$ cat src/eip_pkg.sv
// Shared types, constants and a helper function for the Ethernet/IPv4/L4 header parser.
`default_nettype none
package eip_pkg;

  localparam int LEN_W = 16;

  localparam logic [LEN_W-1:0] LEN_MAX       = {LEN_W{1'b1}};
  localparam logic [LEN_W-1:0] POS_ETYPE_HI  = LEN_W'(12);
  localparam logic [LEN_W-1:0] POS_ETYPE_LO  = LEN_W'(13);
  localparam logic [LEN_W-1:0] POS_PROTO     = LEN_W'(23);
  localparam logic [LEN_W-1:0] POS_SRC_IP    = LEN_W'(26);
  localparam logic [LEN_W-1:0] POS_DST_IP    = LEN_W'(30);
  localparam logic [LEN_W-1:0] POS_SRC_PORT  = LEN_W'(34);
  localparam logic [LEN_W-1:0] POS_DST_PORT  = LEN_W'(36);
  localparam logic [LEN_W-1:0] POS_TCP_FLAGS = LEN_W'(47);

  localparam logic [LEN_W-1:0] ETH_HDR_END = LEN_W'(14);
  localparam logic [LEN_W-1:0] IP_HDR_END  = LEN_W'(34);
  localparam logic [LEN_W-1:0] TCP_HDR_END = LEN_W'(54);
  localparam logic [LEN_W-1:0] UDP_HDR_END = LEN_W'(42);

  localparam logic [15:0] ETHERTYPE_IPV4 = 16'h0800;
  localparam logic [7:0]  PROTO_TCP      = 8'd6;
  localparam logic [7:0]  PROTO_UDP      = 8'd17;
  localparam logic [17:0] FLAG_CODE_NONE = 18'd111111;

  typedef enum logic [1:0] {
    ST_OK     = 2'd0,
    ST_TRUNC  = 2'd1,
    ST_NOT_IP = 2'd2,
    ST_NOT_L4 = 2'd3
  } status_t;

  typedef struct packed {
    logic [7:0] packet_byte;
    logic       last_byte;
  } in_beat_t;

  typedef struct packed {
    status_t     status;
    logic [31:0] src_ip;
    logic [31:0] dst_ip;
    logic [15:0] sport;
    logic [15:0] dport;
    logic [7:0]  l4_protocol;
    logic [17:0] flag_code;
    logic [15:0] packet_length;
    logic [15:0] payload_length;
  } out_beat_t;

  typedef struct packed {
    logic [15:0]      ether_type;
    logic [7:0]       proto;
    logic [31:0]      src_ip;
    logic [31:0]      dst_ip;
    logic [15:0]      sport;
    logic [15:0]      dport;
    logic [5:0]       tcp_flags;
    logic [LEN_W-1:0] count;
  } hdr_t;

  typedef struct packed {
    logic fire;
    logic last;
  } step_t;

  // Each set flag turns its decimal digit from 1 into 2.
  function automatic logic [17:0] flag_code_f(input logic [5:0] bits);
    logic [17:0] code;
    code = FLAG_CODE_NONE;
    if (bits[5]) code = code + 18'd100000;
    if (bits[4]) code = code + 18'd10000;
    if (bits[3]) code = code + 18'd1000;
    if (bits[2]) code = code + 18'd100;
    if (bits[1]) code = code + 18'd10;
    if (bits[0]) code = code + 18'd1;
    return code;
  endfunction

endpackage
`default_nettype wire

$ cat src/eip_capture.sv
// Byte counter and header field capture registers for one frame.
`default_nettype none
module eip_capture import eip_pkg::*; (
  input  wire logic  clk,
  input  wire logic  rst_n,
  input  wire step_t step,
  input  wire logic [7:0] data_byte,
  output hdr_t       hdr_view
);

  hdr_t hdr_r;
  hdr_t hdr_nxt;
  logic [LEN_W-1:0] pos;

  assign pos = hdr_r.count;

  always_comb begin
    hdr_nxt = hdr_r;
    if (pos == POS_ETYPE_HI || pos == POS_ETYPE_LO) begin
      hdr_nxt.ether_type = {hdr_r.ether_type[7:0], data_byte};
    end
    if (pos == POS_PROTO) begin
      hdr_nxt.proto = data_byte;
    end
    if (pos >= POS_SRC_IP && pos < POS_DST_IP) begin
      hdr_nxt.src_ip = {hdr_r.src_ip[23:0], data_byte};
    end
    if (pos >= POS_DST_IP && pos < POS_SRC_PORT) begin
      hdr_nxt.dst_ip = {hdr_r.dst_ip[23:0], data_byte};
    end
    if (pos == POS_SRC_PORT || pos == POS_SRC_PORT + LEN_W'(1)) begin
      hdr_nxt.sport = {hdr_r.sport[7:0], data_byte};
    end
    if (pos == POS_DST_PORT || pos == POS_DST_PORT + LEN_W'(1)) begin
      hdr_nxt.dport = {hdr_r.dport[7:0], data_byte};
    end
    if (pos == POS_TCP_FLAGS) begin
      hdr_nxt.tcp_flags = data_byte[5:0];
    end
    if (hdr_r.count != LEN_MAX) begin
      hdr_nxt.count = hdr_r.count + LEN_W'(1);
    end
  end

  assign hdr_view = hdr_nxt;

  // The final beat of a frame returns every capture to zero.
  always_ff @(posedge clk) begin
    if (!rst_n) begin
      hdr_r <= '0;
    end else if (step.fire) begin
      if (step.last) begin
        hdr_r <= '0;
      end else begin
        hdr_r <= hdr_nxt;
      end
    end
  end

endmodule
`default_nettype wire

$ cat src/eip_result.sv
// Frame status decision and result register.
`default_nettype none
module eip_result import eip_pkg::*; (
  input  wire logic  clk,
  input  wire logic  rst_n,
  input  wire step_t step,
  input  wire hdr_t  hdr_view,
  input  wire logic  out_free,
  output logic       res_valid,
  output out_beat_t  res_data
);

  logic      valid_r;
  logic      valid_nxt;
  out_beat_t data_r;
  out_beat_t data_nxt;
  status_t   status;
  logic [LEN_W-1:0] hdr_len;
  logic [LEN_W-1:0] len;

  assign len = hdr_view.count;

  always_comb begin
    hdr_len = TCP_HDR_END;
    priority if (len < ETH_HDR_END) begin
      status = ST_TRUNC;
    end else if (hdr_view.ether_type != ETHERTYPE_IPV4) begin
      status = ST_NOT_IP;
    end else if (len < IP_HDR_END) begin
      status = ST_TRUNC;
    end else if (hdr_view.proto == PROTO_TCP) begin
      status = (len < TCP_HDR_END) ? ST_TRUNC : ST_OK;
    end else if (hdr_view.proto == PROTO_UDP) begin
      hdr_len = UDP_HDR_END;
      status = (len < UDP_HDR_END) ? ST_TRUNC : ST_OK;
    end else begin
      status = ST_NOT_L4;
    end
  end

  always_comb begin
    data_nxt = '0;
    data_nxt.status = status;
    data_nxt.packet_length = 16'(len);
    if (status == ST_OK) begin
      data_nxt.src_ip = hdr_view.src_ip;
      data_nxt.dst_ip = hdr_view.dst_ip;
      data_nxt.sport = hdr_view.sport;
      data_nxt.dport = hdr_view.dport;
      data_nxt.l4_protocol = hdr_view.proto;
      data_nxt.flag_code = (hdr_view.proto == PROTO_TCP) ?
                           flag_code_f(hdr_view.tcp_flags) : FLAG_CODE_NONE;
      data_nxt.payload_length = 16'(len - hdr_len);
    end
  end

  always_comb begin
    valid_nxt = valid_r;
    if (out_free) begin
      valid_nxt = step.fire && step.last;
    end
  end

  always_ff @(posedge clk) begin
    if (!rst_n) begin
      valid_r <= 1'b0;
    end else begin
      valid_r <= valid_nxt;
    end
  end

  always_ff @(posedge clk) begin
    if (step.fire && step.last) begin
      data_r <= data_nxt;
    end
  end

  assign res_valid = valid_r;
  assign res_data  = data_r;

endmodule
`default_nettype wire

$ cat src/eth_ipv4_l4_header_parser.sv
// Top level of the Ethernet/IPv4/L4 header parser: input register, capture and result.
//
//   Channel | Direction | Payload    | Handshake
//   in_     | input     | in_beat_t  | in_valid / in_stall
//   out_    | output    | out_beat_t | out_valid / out_stall
//
// Each byte is held in the input register and is then folded into the capture
// registers; a frame's result is loaded into the result register at the edge where
// its last byte leaves the input register.
// One byte is taken every cycle while results drain; the input stalls only when the
// input register holds a byte and the result register holds a beat that is stalled.
// Synchronous active-low reset empties both registers and clears all captures.
`default_nettype none
module eth_ipv4_l4_header_parser import eip_pkg::*; (
  input  wire logic      clk,
  input  wire logic      rst_n,
  input  wire logic      in_valid,
  output logic           in_stall,
  input  wire in_beat_t  in_data,
  output logic           out_valid,
  input  wire logic      out_stall,
  output out_beat_t      out_data
);

  logic     s1_valid_r;
  logic     s1_valid_nxt;
  in_beat_t s1_data_r;
  logic     out_free;
  logic     in_accept;
  step_t    step;
  hdr_t     hdr_view;

  assign out_free  = !out_valid || !out_stall;
  assign in_stall  = s1_valid_r && !out_free;
  assign in_accept = in_valid && !in_stall;

  assign step.fire = s1_valid_r && out_free;
  assign step.last = s1_data_r.last_byte;

  always_comb begin
    s1_valid_nxt = s1_valid_r;
    if (in_accept) begin
      s1_valid_nxt = 1'b1;
    end else if (step.fire) begin
      s1_valid_nxt = 1'b0;
    end
  end

  always_ff @(posedge clk) begin
    if (!rst_n) begin
      s1_valid_r <= 1'b0;
    end else begin
      s1_valid_r <= s1_valid_nxt;
    end
  end

  always_ff @(posedge clk) begin
    if (in_accept) begin
      s1_data_r <= in_data;
    end
  end

  eip_capture u_capture (
    .clk       (clk),
    .rst_n     (rst_n),
    .step      (step),
    .data_byte (s1_data_r.packet_byte),
    .hdr_view  (hdr_view)
  );

  eip_result u_result (
    .clk       (clk),
    .rst_n     (rst_n),
    .step      (step),
    .hdr_view  (hdr_view),
    .out_free  (out_free),
    .res_valid (out_valid),
    .res_data  (out_data)
  );

  a_fail_fields_zero: assert property (@(posedge clk) disable iff (!rst_n)
    out_valid && out_data.status != ST_OK |->
      out_data.src_ip == 32'd0 && out_data.payload_length == 16'd0)
    else $error("Failed frame carries non-zero header fields");

  a_ok_min_length: assert property (@(posedge clk) disable iff (!rst_n)
    out_valid && out_data.status == ST_OK |-> out_data.packet_length >= 16'd42)
    else $error("Good frame shorter than the smallest header");

  a_last_gives_result: assert property (@(posedge clk) disable iff (!rst_n)
    step.fire && step.last |=> out_valid)
    else $error("Last byte processed without a result beat");

  a_stall_needs_byte: assert property (@(posedge clk) disable iff (!rst_n)
    in_stall |-> s1_valid_r && out_valid)
    else $error("Input stalled with nothing held");

endmodule
`default_nettype wire

$ cat config.mk
export PLATFORM = sky130hd
export DESIGN_NAME = eth_ipv4_l4_header_parser
export DESIGN_NICKNAME = d
export VERILOG_FILES = /design/src/eip_pkg.sv /design/src/eip_capture.sv /design/src/eip_result.sv /design/src/eth_ipv4_l4_header_parser.sv
export SDC_FILE = /design/constraint.sdc
export NUM_CORES = 1
export LEC_CHECK = 0
export BUFFER_PORTS_ARGS = -buffer_cell sky130_fd_sc_hd__buf_2
export CAP_MARGIN = 20
export CORE_MARGIN = 1
export CORE_UTILIZATION = 45
export CTS_BUF_LIST = sky130_fd_sc_hd__clkbuf_8
export DETAILED_ROUTE_END_ITERATION = 6
export GPL_ROUTABILITY_DRIVEN = 0
export GPL_TIMING_DRIVEN = 0
export PLACE_DENSITY = 0.7
export SYNTH_ARGS = -nofsm -noshare
export SYNTH_HDL_FRONTEND = slang
export SYNTH_SLANG_ARGS = --single-unit
$ cat constraint.sdc
create_clock -name clk -period 6.4 [get_ports clk]
set_clock_uncertainty 0.2 [all_clocks]
set_input_delay 0.64 -clock clk [delete_from_list [all_inputs] [get_ports clk]]
set_output_delay 0.64 -clock clk [all_outputs]
set_load 0.01 [all_outputs]
Yosys cells after proc, flatten, opt, wreduce, memory -nomap -nowiden
Cells that the tools add are included.
Storage, ports and cells
  register bits: 309
  bits in latches: 0
  memory bits (writable): 0
  memory bits (read-only): 0
  input bits: 13
  word-level logic and storage cells: 101
  memories kept: 0
Cells by class
  add/sub/neg operators: 7
  multiply operators: 0
  divide/modulo/power cells: 0
  magnitude comparators: 8
  eq/ne operators: 12
  shifts and indexed selects: 0
  multiplexer cells: 35
  bitwise logic cells: 0
  reductions and logical operators: 17
Operators with widths (number)
  $mux 18: 11
  $mux 142: 1
  $mux 16: 8
  $eq 16x6->1 const B: 5
  $lt 16x6->1 const B: 4
  $mux 32: 2
  $eq 16x4->1 const B: 2
  $ge 16x5->1 const B: 2
  $add 18x1->18 const B: 1
  $add 18x10->18 const B: 1
  $add 18x14->18 const B: 1
  $add 18x4->18 const B: 1
  $add 18x7->18 const B: 1
  $mux 17: 1
  $add 16x1->16 const B: 1
  $eq 16x5->1 const B: 1
  $lt 16x4->1 const B: 1
  $lt 16x5->1 const B: 1
  $ne 16x12->1 const B: 1
  $ne 16x16->1 const B: 1
  $sub 16x16->16: 1
  $mux 2: 5
  $eq 8x3->1 const B: 1
  $eq 8x5->1 const B: 1
  10 further kinds: 24

Longest topological paths before layout
Gate-level depths: netlist of run 1.
  depth in word-level cells: 26
  depth in mapped cells: 21

Hierarchy
From an unflattened synthesis of run 1, not the netlist that was laid out.
Unflattened totals
  cells, all modules: 1423
  area total of the unflattened synthesis: 15391.0 µm²
By module, submodules not included
  eip_capture: times used 1, cells each 884, area each 7921.3 µm², sequential area each 2842.7 µm²
  eip_result: times used 1, cells each 524, area each 7144.4 µm², sequential area each 4704.5 µm²
  eth_ipv4_l4_header_parser: times used 1, cells each 15, area each 325.3 µm², sequential area each 290.3 µm²

Least setup slack after synthesis of run 1
Ideal clock, no wire load.
  path type: flip-flop to flip-flop
  start: reg u_capture.hdr_r, in the netlist u_capture.pos[0]
  end: reg u_result.data_r, in the netlist u_result.res_data[47] (data pin)
  data arrival time: 4.566 ns
  required time: 5.922 ns
  slack: 1.356 ns
  stages on the path, launching flop included: 22
  path buffers: 4
  path through: dfxtp_1 -> ha_1 -> clkbuf_1 -> nand3_1 -> nor4_1 -> buf_4 -> clkbuf_4 -> nand2_1 -> nand2_1 -> inv_1 -> ha_1 -> clkbuf_1 -> a21boi_0 -> o22ai_1 -> nor2_1 -> o21ai_1 -> a21oi_1 -> nand4_1 -> xnor2_1 -> nor4b_4 -> xnor2_1 -> a21oi_1
On the way
  cells in the longest elaborated chain, start to end: 19
  elaborated cells on any way between the ends: 43
  those cells by class: 6 x add/sub; 4 x order compare; 8 x eq/ne; 23 x mux; 2 x reduce/logical
RTL lines
  start, declared: line eip_capture.sv:11  | hdr_t hdr_r;
  start signal, assigned: line eip_capture.sv:55  | hdr_r <= hdr_nxt;
  $eq 16x6->1: line eip_capture.sv:37  | if (pos == POS_TCP_FLAGS) begin
  $mux 6: line eip_capture.sv:37
  $mux 18: line eip_pkg.sv:71  | if (bits[5]) code = code + 18'd100000;
  $mux 18: line eip_result.sv:45  | if (status == ST_OK) begin
  $add 18x14->18: line eip_pkg.sv:72  | if (bits[4]) code = code + 18'd10000;
  $mux 18: line eip_pkg.sv:72
  $mux 18: line eip_result.sv:45
  $add 18x10->18: line eip_pkg.sv:73  | if (bits[3]) code = code + 18'd1000;
  [3 not listed]
  $mux 18: line eip_pkg.sv:74  | if (bits[2]) code = code + 18'd100;
  $mux 18: line eip_result.sv:45
  $add 18x4->18: line eip_pkg.sv:75  | if (bits[1]) code = code + 18'd10;
  $mux 18: line eip_pkg.sv:75
  $mux 18: line eip_result.sv:45
  $add 18x1->18: line eip_pkg.sv:76  | if (bits[0]) code = code + 18'd1;
  $mux 18: line eip_pkg.sv:76
  $mux 17: line eip_result.sv:51  | data_nxt.flag_code = (hdr_view.proto == PROTO_TCP) ?
  end signal, assigned: line eip_result.sv:74  | data_r <= data_nxt;
  end, declared: line eip_result.sv:15  | out_beat_t data_r;
Parallel ways exist; a longest one is shown, timed or not. The select of a mux whose other input is x is not followed.
A chain may end at the register's enable or synchronous reset.

Final worst setup path of run 1
Ends and elaborated chain as after synthesis.

==> impl_results.md, run 1 <==
- Status: finished, final reports clean
- Final setup viols: 0
- Layout cells sized above 1: 17.0%
- Crit. path cell count: 21
- Vias: between 10000 and 15000
- Fmax: 168 MHz
- Final critical-path required period: 5.95 ns
- Area grow syn2layout: 16.9%
- M3 GR Usage: under 10%
- Total CTS buffers: 51
- Number of routed nets with antenna violations: 0
- Area contributors post-synth: edfxtp_1, dfxtp_1, a22oi_1
- Pleak: between 6 and 7 nW
- GR Layer Usage met1: about a third
- FF-to-FF End: u_result.res_data[47]$_SDFFCE_PP0P_
- Dominant cell type by area after synthesis: edfxtp_1
- Highest-delay cell along the critical path: or3_1
- Seq cells post-synth: 309
- CTS Sinks: 309
- Post-Route WL: 39.5 mm
- Initial core utilization: a little under half
- Die Y: 182 µm
- Register area share after synthesis: 53.5%
- Mean Syn Cell Area: 9.89 µm²
- Placed Instances: 2090
- Peak VDD IR: roughly 0.15 mV
- Yosys warnings: 0
- Remaining Overflow, GRT: 0
- Initial detailed-routing violation count: 1037
- Initial antenna violation count: 0
- Layout Nets: ~1700
- Slew @ Worst Pin: 1.05 ns
- Core Box Area: 31800 µm²
- Clock transition at path regs: 0.06 ns
- Commonest cells in the netlist: nand2_1, edfxtp_1, nor2b_1
- Crit path max-delay family: simple AND/OR/NAND/NOR gates
- Critical Path End: u_result.res_data[47]$_SDFFCE_PP0P_
- Critical path class: reg2reg
- GRT met2 Usage: 36.5%
- Worst path arrival time: 6.04 ns
- Worst hold path class: in2reg
- Fin crit share: just over 90%
- Max Cap Viol: 0
- Final Max Slew Viols: 0
- PD cells: between 200 and 250 nW/µm²
- Root buf cell: clkbuf_8
- Rows: between 60 and 70
- Vias per cell: 5.54
- Distinct cells, synth: 79
- Worst R2R Start: u_capture.pos[0]$_SDFFE_PN0P_
- Hold_buf cts: 0
- IO Count: 171
- Req. time, crit path: 6.49 ns
- Worst Setup Start Kind: flip-flop
- Fin cells: 2185
- Vias in the first global route: 11445
- Crit-path cells: ha_1 > clkbuf_2 > nand3_1 > nor4_1 > buf_4 > clkbuf_4 > nand2_1 > nand2_1 > inv_1 > ha_1 > clkbuf_1 > inv_1 > nand3_1 > a21oi_1 > or3_1 > a2111oi_4 > xnor2_1 > nor3b_2 > nor4b_4 > xnor2_1 > a21oi_1
- Final hold violation count: 0
- Synthesized area: 14700 µm²
- Remaining DRCs: 0
- Post-synth top flop: edfxtp_1
- Post-Synthesis Cells: 1482
- Busiest grt layer: met2
- WHS: 0.0282 ns
- WL/cell: 18.1 µm
- Relative slew slack: between 20% and 30%
- First-pass GRT wire length: 62.1 mm
- DP HPWL: ~27 mm
- Critical-path maximum fanout: 10
- Yosys top cell area share: 33.8%
- TritonCTS clock tree: yes
- Crit-path max cell delay: 0.50 ns
- Die ar.: 33300 µm²
- CTS Buffer Depth: 3
- # diodes: 0
- Asr flop ratio synth: 0%
- Port Buf Inserts: 169
- Most common cell in the netlist: nand2_1
- Htree depth: 2
- FF-to-FF path depth: 21
- Worst path bufs/invs: 6
- CP startpoint: u_capture.pos[0]$_SDFFE_PN0P_
- Skew-Pair Late Insertion Delay: 0.61 ns
- Pre-antenna DRT Iters: 7
- Crit. End Element: flip-flop
- Post-synth EDFFs: 165
- GRT Overall Usage: 23.6%
- Pin count of the biggest net entering global routing: 82
- Die width: 182 µm
- RSZ-0062 raised after global routing: false
- R2R Setup Slk: roughly 0.45 ns
[worst min-delay path by stage]
stage / startpoint / to / depth (start not counted)
6_report: in_data[3] / s1_data_r[3]$_DFFE_PP_ / 1
3_5_place_dp: u_capture.hdr_r[78]$_SDFFE_PN0P_ / u_capture.hdr_r[78]$_SDFFE_PN0P_ / 2
4_1_cts: in_data[3] / s1_data_r[3]$_DFFE_PP_ / 1
3_3_place_gp: u_capture.hdr_r[16]$_SDFFE_PN0P_ / u_capture.hdr_r[16]$_SDFFE_PN0P_ / 2
2_1_floorplan: u_capture.hdr_r[137]$_SDFFE_PN0P_ / u_capture.hdr_r[137]$_SDFFE_PN0P_ / 2
5_1_grt: in_data[3] / s1_data_r[3]$_DFFE_PP_ / 1
[worst register-to-register path, delay by kind of cell (launching register included)]
family | cells | cell delay (ns)
compound gates | 3 | 0.45
xor+xnor | 2 | 0.38
fa+ha+maj | 2 | 0.55
buf+inv | 6 | 1.51
flops | 1 | 0.49
simple gates | 8 | 2.10
[layer usage]
metal,part of all wire [%],vias up
met4,3.1,0
met5,0,-
met1,44,5730
met2,45,509
met3,7.6,99
li1,-,5757
[power by group]
group	switching [W]	total, W	internal (W)
Sequential	0.00000768	0.00210	0.00209
Clock	0.000817	0.00174	0.000924
Combinational	0.0000872	0.000120	0.0000326
Total	0.000912	0.00396	0.00305
[kinds of logic after synthesis]
| group | synth area share (%) |
|---|---|
| buf+inv | 3.40 |
| flops | 53.5 |
| other cells | 0.0256 |
| simple gates | 21.0 |
| fa+ha+maj | 1.67 |
| compound gates | 15.8 |
| xor+xnor | 2.79 |
| mux | 1.80 |
[registers in the layout, summed over array words and instances, names as in the netlist]
name,cells
u_result.res_data,156
u_capture.hdr_r,126
u_capture.pos,16
s1_data_r,9
s1_valid_r,1
u_result.res_valid,1
[placed cells by master (no fill, tap or decap), drive strengths merged, types with 7 or more instances in the layout]
master / synthesis / final
nand4: 7 / 7
mux2i: 15 / 15
nor2b: 157 / 157
inv: 22 / 32
nand2b: 10 / 10
nor4: 9 / 9
or3: 8 / 8
ha: 18 / 18
clkinv: 2 / 28
edfxtp: 165 / 165
and2: 7 / 7
mux2: 9 / 9
nand3: 24 / 24
nor2: 64 / 64
and3: 12 / 12
nand2: 240 / 240
xor2: 17 / 17
buf: 18 / 188
dfxtp: 144 / 144
a21oi: 122 / 122
nor3: 35 / 35
or4: 8 / 8
a22oi: 137 / 137
clkbuf: 81 / 136
xnor2: 28 / 28
o21ai: 36 / 36
[through the flow]
stage / TNS, ns / utilization, % / worst slack, ns / power, W / instance area (µm²)
global placement: -50.88 / 50.5 / -0.344 / 0.00226 / 16100
finish: 0 / 53.9 / 0.450 / 0.00396 / 17100
detailed placement: 0 / 50.6 / 0.221 / 0.00226 / 16100
floorplan: 0 / - / 1.36 / 0.00221 / 14700
global route: 0 / 53.9 / 0.0491 / 0.00409 / 17100
CTS: 0 / 53.8 / 0.164 / 0.00399 / 17100
[area by class of cell]
| type | instances | area (µm²) |
|---|---|---|
| clock inverter | 40 | 269 |
| inverter | 24 | 95.1 |
| sequential | 309 | 7840 |
| buffer | 99 | 409 |
| multi-input combinational | 1053 | 6340 |
| tap | 435 | 544 |
| clock buffer | 55 | 757 |
| fill | 2874 | 14700 |
| timing repair buffer | 170 | 873 |
[what timing repair did]
action / in CTS / in global routing
setup endpoints to repair: 0 / 8
gates resized for setup: 0 / 4
setup buffers: 0 / 0
Power figures use the tool's default switching activity.
==> run 2: changes to the inputs <==
--- a/config.mk
+++ b/config.mk
@@ -8,12 +8,12 @@
 export BUFFER_PORTS_ARGS = -buffer_cell sky130_fd_sc_hd__buf_2
 export CAP_MARGIN = 20
 export CORE_MARGIN = 1
-export CORE_UTILIZATION = 45
+export CORE_UTILIZATION = 38
 export CTS_BUF_LIST = sky130_fd_sc_hd__clkbuf_8
 export DETAILED_ROUTE_END_ITERATION = 6
 export GPL_ROUTABILITY_DRIVEN = 0
 export GPL_TIMING_DRIVEN = 0
-export PLACE_DENSITY = 0.7
+export PLACE_DENSITY = 0.62
 export SYNTH_ARGS = -nofsm -noshare
 export SYNTH_HDL_FRONTEND = slang
 export SYNTH_SLANG_ARGS = --single-unit
==> constraint.sdc (replaced) <==
create_clock -name clk -period 6.1 [get_ports clk]
set_clock_uncertainty 0.2 [all_clocks]
set_input_delay 0.61 -clock clk [delete_from_list [all_inputs] [get_ports clk]]
set_output_delay 0.61 -clock clk [all_outputs]
set_load 0.01 [all_outputs]
==> run 2 against run 1 <==
Net effect: sequential power up 5%; cell count up 3.9%; combinational power up 10%; worst hold slack worse by 0.012 ns; register-to-register slack better by 0.04 ns; clock power up 7%; critical path type unchanged.
==> impl_results.md, run 2 (same netlist as run 1, synthesis figures left out) <==
- Hold path cells: 2 (+1)
- Setup Buffers After CTS: 0 (unchanged)
- Worst Setup Start Kind: flip-flop
- Total Power: 0.00420 W (+6.1%)
- CP startpoint: u_capture.pos[0]$_SDFFE_PN0P_
- Area grow syn2layout: 18.4%
- Htree depth: 2 (unchanged)
- Critical-path maximum fanout: 10 (unchanged)
- FF-to-FF path depth: 18 (-14%)
- Logic pwr share: 3.2% (+0.2 points)
- Layout cells sized above 1: 17.3% (+0.31 points)
- Vias in the first global route: 11448 (+0.026%)
- Die Y: 198 µm (+8.7%)
- Peak VDD IR: 0.145 mV (-4.5%)
- Final critical-path required period: 5.61 ns (-0.336 ns)
- Cell Int Power: 0.00322 W (+5.8%)
- Fmax: 178 MHz (+6.0%)
- WL/cell: 18.5 µm (+2.6%)
- GRT Overall Usage: 21.1% (-2.5 points)
- WHS Endpoint: s1_valid_r$_SDFFE_PN0P_
- Worst R2R Start: u_capture.pos[0]$_SDFFE_PN0P_
- Critical path class: reg2reg
- Vias per cell: 5.35 (-3.4%)
- CTS Buffer Depth: 3 (unchanged)
- Initial core utilization: 38.7% (-7.4 points)
- Filler cell count: 3661 (+27%)
- TritonCTS clock tree: yes
- Relative slew slack: 28.4% (-0.90 points)
- Core Box Area: 37800 µm² (+19%)
- Commonest non-fill, non-tap cell in the layout: nand2_1
- Final Max Slew Viols: 0 (unchanged)
- Net Switching: 0.000975 W (+6.9%)
- Crit. End Element: flip-flop
- RSZ-0062 raised after global routing: false
- Status: finished, final reports clean
- Rows: 71 (+9.2%)
- Worst hold path class: in2reg
- Max reg flops: 156 (unchanged)
- Post-Route WL: 42.1 mm (+6.6%)
- Total CTS buffers: 51 (unchanged)
- Number of routed nets with antenna violations: 0 (unchanged)
- IO Count: 171 (unchanged)
- Pleak: 6.14 nW (+0.90%)
- R2R Setup Slk: 0.49 ns (+0.04 ns)
- First-pass GRT wire length: 64.4 mm (+3.6%)
- Pin count of the biggest net entering global routing: 98 (+20%)
- Root buf cell: clkbuf_8
- PD cells: 242 nW/µm² (+4.7%)
- Hold Crit Start: in_valid
- Max Cap Viol: 0 (unchanged)
- Slew @ Worst Pin: 1.07 ns (+0.0133 ns)
- Die ar.: 39300 µm² (+18%)
- CTS Sinks: 309 (unchanged)
- Worst path arrival time: 5.74 ns (-0.30 ns)
- Crit-path cells: ha_1 > clkbuf_2 > nand3_1 > nor4_1 > buf_4 > clkbuf_4 > mux2_2 > ha_1 > and3_1 > o21ai_0 > mux2_2 > or3_1 > a2111oi_4 > xnor2_1 > nor3b_4 > nor4b_4 > xnor2_1 > a21oi_1
- Pre-antenna DRT Iters: 5 (-2)
- Clock Power Share: 44.4% (+0.4 points)
- Highest-delay cell along the critical path: or3_1
- Remaining DRCs: 0 (unchanged)
- Layout Nets: 1748 (+0.46%)
- DP HPWL: 28.7 mm (+5.8%)
- Final hold violation count: 0 (unchanged)
- Initial detailed-routing violation count: 968 (-6.7%)
- # diodes: 0 (unchanged)
- Skew-Pair Late Insertion Delay: 0.62 ns (about the same)
- Final setup viols: 0 (unchanged)
- FF-to-FF End: u_result.res_data[47]$_SDFFCE_PP0P_
- Vias: 12137 (+0.35%)
- Switching share of total power: 23.2% (+0.19 points)
- Remaining Overflow, GRT: 0 (unchanged)
- Initial antenna violation count: 0 (unchanged)
- Most frequent cells in the layout: nand2_1, buf_2, edfxtp_1
- Sequential cell fraction of total power: 52.4% (-0.6 points)
- Crit-path max cell delay: 0.46 ns (-0.04 ns)
- Port Buf Inserts: 169 (unchanged)
- Req. time, crit path: 6.22 ns (-0.27 ns)
- Clock transition at path regs: 0.06 ns (about the same)
- Fin crit share: 92.0% (-0.94 points)
- Setup Total Neg Slack: 0 ns (unchanged)
- Die width: 198 µm (+8.7%)
## run 2: worst max-delay path: cells and delay by family, from the launching register on
kind                       cells  cell delay, ns
muxes                          2            0.84
adders and majority gates      2            0.59
buffers and inverters          3            0.78
and+or+nand+nor                6            1.70
xor gates and xnor gates       2            0.40
DFF                            1            0.40
AOI/OAI and AO/OA              3            0.42
## run 2: per-stage QoR
step	instance area (µm²)	util (%)	setup WS (ns)	std cells	hold slack [ns]
3_3_place_gp	16100	42.7	-0.681	2165	0.311
6_report	17300	45.8	0.487	2270	0.0165
4_1_cts	17300	45.8	0.0637	2271	0.00218
2_1_floorplan	14700	-	1.06	1485	0.293
3_5_place_dp	16200	42.8	-0.324	2166	0.320
5_1_grt	17300	45.8	0.0826	2270	0.00224
## run 2: worst max path at each step
| stage | to | slack, ns | depth (start not counted) |
|---|---|---|---|
| floorplan | u_result.res_data[47]$_SDFFCE_PP0P_ | 1.06 | 21 |
| finish | u_result.res_data[47]$_SDFFCE_PP0P_ | 0.49 | 18 |
| global route | u_result.res_data[9]$_SDFFCE_PP0P_ | 0.08 | 17 |
| global placement | u_result.res_data[76]$_SDFFCE_PP0P_ | -0.68 | 6 |
| CTS | u_result.res_data[47]$_SDFFCE_PP0P_ | 0.06 | 21 |
| detailed placement | u_result.res_data[46]$_SDFFCE_PN0P_ | -0.32 | 21 |
## run 2: final cells by class
cell class / count / area [µm²] / area share [%]
Clock buffer: 57 / 785 / 4.52
Buffer: 98 / 405 / 2.34
Clock inverter: 39 / 253 / 1.46
Timing Repair Buffer: 179 / 963 / 5.55
Multi-Input combinational cell: 1053 / 6370 / 36.7
Inverter: 24 / 95.1 / 0.548
Tap cell: 511 / 639 / 3.69
Sequential cell: 309 / 7840 / 45.2
## run 2: power groups by stage
stage                      logic, W  clock network, W  registers, W
after floorplan           0.0000700                 0       0.00225
after global placement     0.000123                 0       0.00225
after detailed placement   0.000127                 0       0.00225
after CTS                  0.000132           0.00191       0.00220
after global routing       0.000142           0.00200       0.00220
final                      0.000132           0.00187       0.00220
## run 2: timing repair
action / in CTS / in global routing
endpoints found under the setup margin: 8 / 11
gates resized for setup: 3 / 7
hold buffers: 9 / 0
hold endpoints to repair: 9 / 0
## run 2: layer usage
| metal | wire length, µm | GRT usage (%) | vias up | part of all wire (%) |
|---|---|---|---|---|
| met3 | 2860 | 4.28 | 72 | 6.8 |
| met4 | 1040 | 6.72 | 0 | 2.5 |
| met1 | 19100 | 29.3 | 5818 | 45 |
| met2 | 19100 | 33.0 | 478 | 45 |
| li1 | - | - | 5769 | - |
| met5 | 0 | 0 | - | 0 |
==> run 3: changes to the inputs <==
--- a/config.mk
+++ b/config.mk
@@ -5,6 +5,7 @@
 export SDC_FILE = /design/constraint.sdc
 export NUM_CORES = 1
 export LEC_CHECK = 0
+export ABC_AREA = 1
 export BUFFER_PORTS_ARGS = -buffer_cell sky130_fd_sc_hd__buf_2
 export CAP_MARGIN = 20
 export CORE_MARGIN = 1
@@ -13,7 +14,7 @@
 export DETAILED_ROUTE_END_ITERATION = 6
 export GPL_ROUTABILITY_DRIVEN = 0
 export GPL_TIMING_DRIVEN = 0
-export PLACE_DENSITY = 0.62
+export PLACE_DENSITY = 0.64
 export SYNTH_ARGS = -nofsm -noshare
 export SYNTH_HDL_FRONTEND = slang
 export SYNTH_SLANG_ARGS = --single-unit
==> run 3 against run 2 <==
Net effect: clock power rose by 7%; cell count rose by 15%; sequential power about the same; sequential share of layout area decreased by 0.73 points; critical path type unchanged.
==> impl_results.md, run 3 <==
- Pin count of the biggest net entering global routing: 37 (-62%)
- Critical path class: reg2reg
- Synthesized area: 14800 µm² (+0.99%)
- Dominant cell type by area after synthesis: edfxtp_1
- Vias in the first global route: 11890 (+3.9%)
- Slew @ Worst Pin: 1.17 ns (+0.109 ns)
- # resized after CTS: 0 (-3)
- First-pass GRT wire length: 62.0 mm (-3.7%)
- Root buf cell: clkbuf_8
- Rows: 71 (unchanged)
- CTS Sinks: 309 (unchanged)
- Crit. End Element: flip-flop
- Storage element area: 7840 µm² (about the same)
- Htree depth: 2 (unchanged)
- Pre-antenna DRT Iters: 7 (+2)
- Total CTS buffers: 53 (+3.9%)
- IO Count: 171 (unchanged)
- Area of the multi-input gates: 5670 µm² (-11%)
- Die Y: 199 µm (+0.49%)
- Number of routed nets with antenna violations: 0 (unchanged)
- Final Max Slew Viols: 0 (unchanged)
- Switching share of total power: 23.0% (-0.23 points)
- Cell Int Power: 0.00333 W (+3.5%)
- Initial detailed-routing violation count: 819 (-15%)
- Most frequent cells in the layout: nand2_1, inv_1, nor2_1
- Asr flop ratio synth: 0% (unchanged)
- Filler cell count: 3780 (+3.3%)
- Max Cap Viol: 0 (unchanged)
- Critical-path maximum fanout: 7 (-3)
- Die width: 199 µm (+0.49%)
- Mean Syn Cell Area: 8.13 µm² (-18%)
- Skew-Pair Late Insertion Delay: 0.63 ns (about the same)
- Post-Route WL: 39.5 mm (-6.1%)
- Layout Nets: 2094 (+20%)
- Fin crit share: 84.3% (-7.7 points)
- Worst path arrival time: 5.31 ns (-0.43 ns)
- Vias per cell: 4.90 (-8.3%)
- Worst Setup Start Kind: flip-flop
- Register area share after synthesis: 53.0% (-0.52 points)
- Req. time, crit path: 6.26 ns (+0.04 ns)
- Max reg flops: 156 (unchanged)
- Post-synth EDFFs: 165 (unchanged)
- Net Switching: 0.000996 W (+2.1%)
- TritonCTS clock tree: yes
- Die ar.: 39700 µm² (+0.98%)
- Relative slew slack: 21.5% (-6.9 points)
- Seq cells post-synth: 309 (unchanged)
- Final critical-path required period: 5.14 ns (-0.469 ns)
- # diodes: 0 (unchanged)
- Distinct cells, synth: 51 (-35%)
- Final setup margin: 0.956 ns (+0.469 ns)
- Initial antenna violation count: 0 (unchanged)
- Post-synth top flop: edfxtp_1
- Pleak: 7.40 nW (+21%)
- Final hold violation count: 0 (unchanged)
- Peak VDD IR: 0.147 mV (+1.1%)
- Post-Synthesis Cells: 1819 (+23%)
- Layout cells sized above 1: 16.7% (-0.57 points)
- Clock Power Share: 46.1% (+1.7 points)
- Yosys top cell area share: 33.5% (-0.33 points)
- GRT Overall Usage: 20.0% (-1.2 points)
- Area grow syn2layout: 19.2%
- Most common cell in the netlist: nand2_1
- Final setup viols: 0 (unchanged)
- Clock transition at path regs: 0.06 ns (about the same)
- PD cells: 246 nW/µm² (+1.5%)
- Worst hold path class: in2reg
- Sequential cell fraction of total power: 51.0% (-1.4 points)
- Pre-CTS WS: 0.983 ns (+1.31 ns)
- Core Box Area: 38000 µm² (+0.47%)
- Yosys warnings: 0 (unchanged)
- Placed Instances: 2508 (+16%)
- Commonest cells in the netlist: nand2_1, inv_1, nor2_1
- Fin cells: 2617 (+15%)
- Area contributors post-synth: edfxtp_1, dfxtp_1, nand2_1
- Fmax: 194 MHz (+9.1%)
- DP HPWL: 28.1 mm (-1.9%)
- Remaining Overflow, GRT: 0 (unchanged)
- Initial core utilization: 38.9% (+0.20 points)
- Remaining DRCs: 0 (unchanged)
- Port Buf Inserts: 170 (+0.59%)
- Commonest non-fill, non-tap cell in the layout: nand2_1
- WL/cell: 15.1 µm (-19%)
- Final Util: 46.4% (+0.53 points)
- RSZ-0062 raised after global routing: false
- Logic pwr share: 2.9% (-0.3 points)
- Vias: 12824 (+5.7%)
- CTS Buffer Depth: 3 (unchanged)
- Total Power: 0.00433 W (+3.1%)
- Status: finished, final reports clean
[run 3: cell types whose count changed after synthesis, sizes merged, moves of 16 or more]
| cell | previous run | this run |
|---|---|---|
| nand3 | 24 | 56 |
| nor2b | 157 | 0 |
| nor2 | 64 | 224 |
| xnor2 | 28 | 4 |
| clkbuf | 81 | 59 |
| inv | 22 | 232 |
| o21ai | 36 | 113 |
| nor3 | 35 | 19 |
| a21oi | 122 | 139 |
| o22ai | 2 | 53 |
| a22oi | 137 | 0 |
| nand2 | 240 | 514 |
[run 3: cells by family (layout without fill, tap and decap cells)]
logic type	Yosys count	count (layout)	share of synthesized area, %
buffers and inverters	319	603	8.84
muxes	1	1	0.0677
and+or+nand+nor	837	837	23.7
xor gates and xnor gates	15	15	0.888
other	1	4	0.0253
adders and majority gates	19	19	1.66
DFF	309	309	53.0
AOI/OAI and AO/OA	318	318	11.9
[run 3: metal layers]
metal,track usage [%],vias up,wire length [µm]
met5,0,-,0
met4,8.51,0,1210
met3,3.53,79,2500
li1,-,6389,-
met2,32.0,413,18100
met1,26.5,5943,17700
[run 3: power by group through the flow]
| stage | Sequential (W) | Combinational [W] | Clock [W] |
|---|---|---|---|
| 6_report | 0.00221 | 0.000125 | 0.00200 |
| 5_1_grt | 0.00221 | 0.000136 | 0.00212 |
| 4_1_cts | 0.00221 | 0.000125 | 0.00204 |
| 3_5_place_dp | 0.00225 | 0.000120 | 0 |
| 3_3_place_gp | 0.00226 | 0.000112 | 0 |
| 2_1_floorplan | 0.00226 | 0.0000594 | 0 |
[run 3: through the flow]
stage | instance area (µm²) | setup TNS, ns | hold WS, ns
6_report | 17600 | 0 | 0.0616
5_1_grt | 17600 | 0 | 0.0632
4_1_cts | 17600 | 0 | 0.0102
3_5_place_dp | 16400 | 0 | 0.255
3_3_place_gp | 16300 | -11.58 | 0.249
2_1_floorplan | 14800 | 0 | 0.242
[run 3: path summary, 6_finish.rpt]
kind	start	endpoint	slack, ns	cells after the start
max	u_capture.pos[0]$_SDFFE_PN0P_	u_result.res_data[15]$_SDFFCE_PP0P_	0.96	27
min reg2reg	u_capture.hdr_r[117]$_SDFFE_PN0P_	u_capture.hdr_r[117]$_SDFFE_PN0P_	0.26	2
min	in_valid	s1_valid_r$_SDFFE_PN0P_	0.06	3
max reg2reg	u_capture.pos[0]$_SDFFE_PN0P_	u_result.res_data[15]$_SDFFCE_PP0P_	0.96	27
[run 3: final cells by class]
type,count,share of cell area (%)
inverter,235,5.01
tap,511,3.63
buffer,84,2.41
timing repair buffer,185,5.96
clock buffer,63,4.92
sequential,309,44.5
multi-input combinational,1194,32.2
clock inverter,36,1.46
[run 3: worst max-delay path, cell delays in order (launching register included)]
cell and delay [ns]:
dfxtp_1 0.49, ha_1 0.30, inv_2 0.08, nor2_1 0.14, nand2_1 0.12, nor2_1 0.21
nand2_1 0.12, o21ai_1 0.23, nand3_1 0.13, nor2_1 0.13, nand3_1 0.18, nor2_1 0.22
inv_1 0.13, nand4_1 0.17, inv_1 0.10, ha_1 0.34, a21oi_1 0.15, o31ai_1 0.11
inv_1 0.08, o21ai_1 0.09, or2_1 0.23, nor2_1 0.20, nand4_1 0.17, nor2_1 0.15
nand2_1 0.09, nor2_1 0.13, xnor2_1 0.13, nor2_1 0.06
[run 3: repair_timing]
action,CTS,global route
hold endpoints to repair,10,0
buffers inserted,0,0
hold buffers,10,0
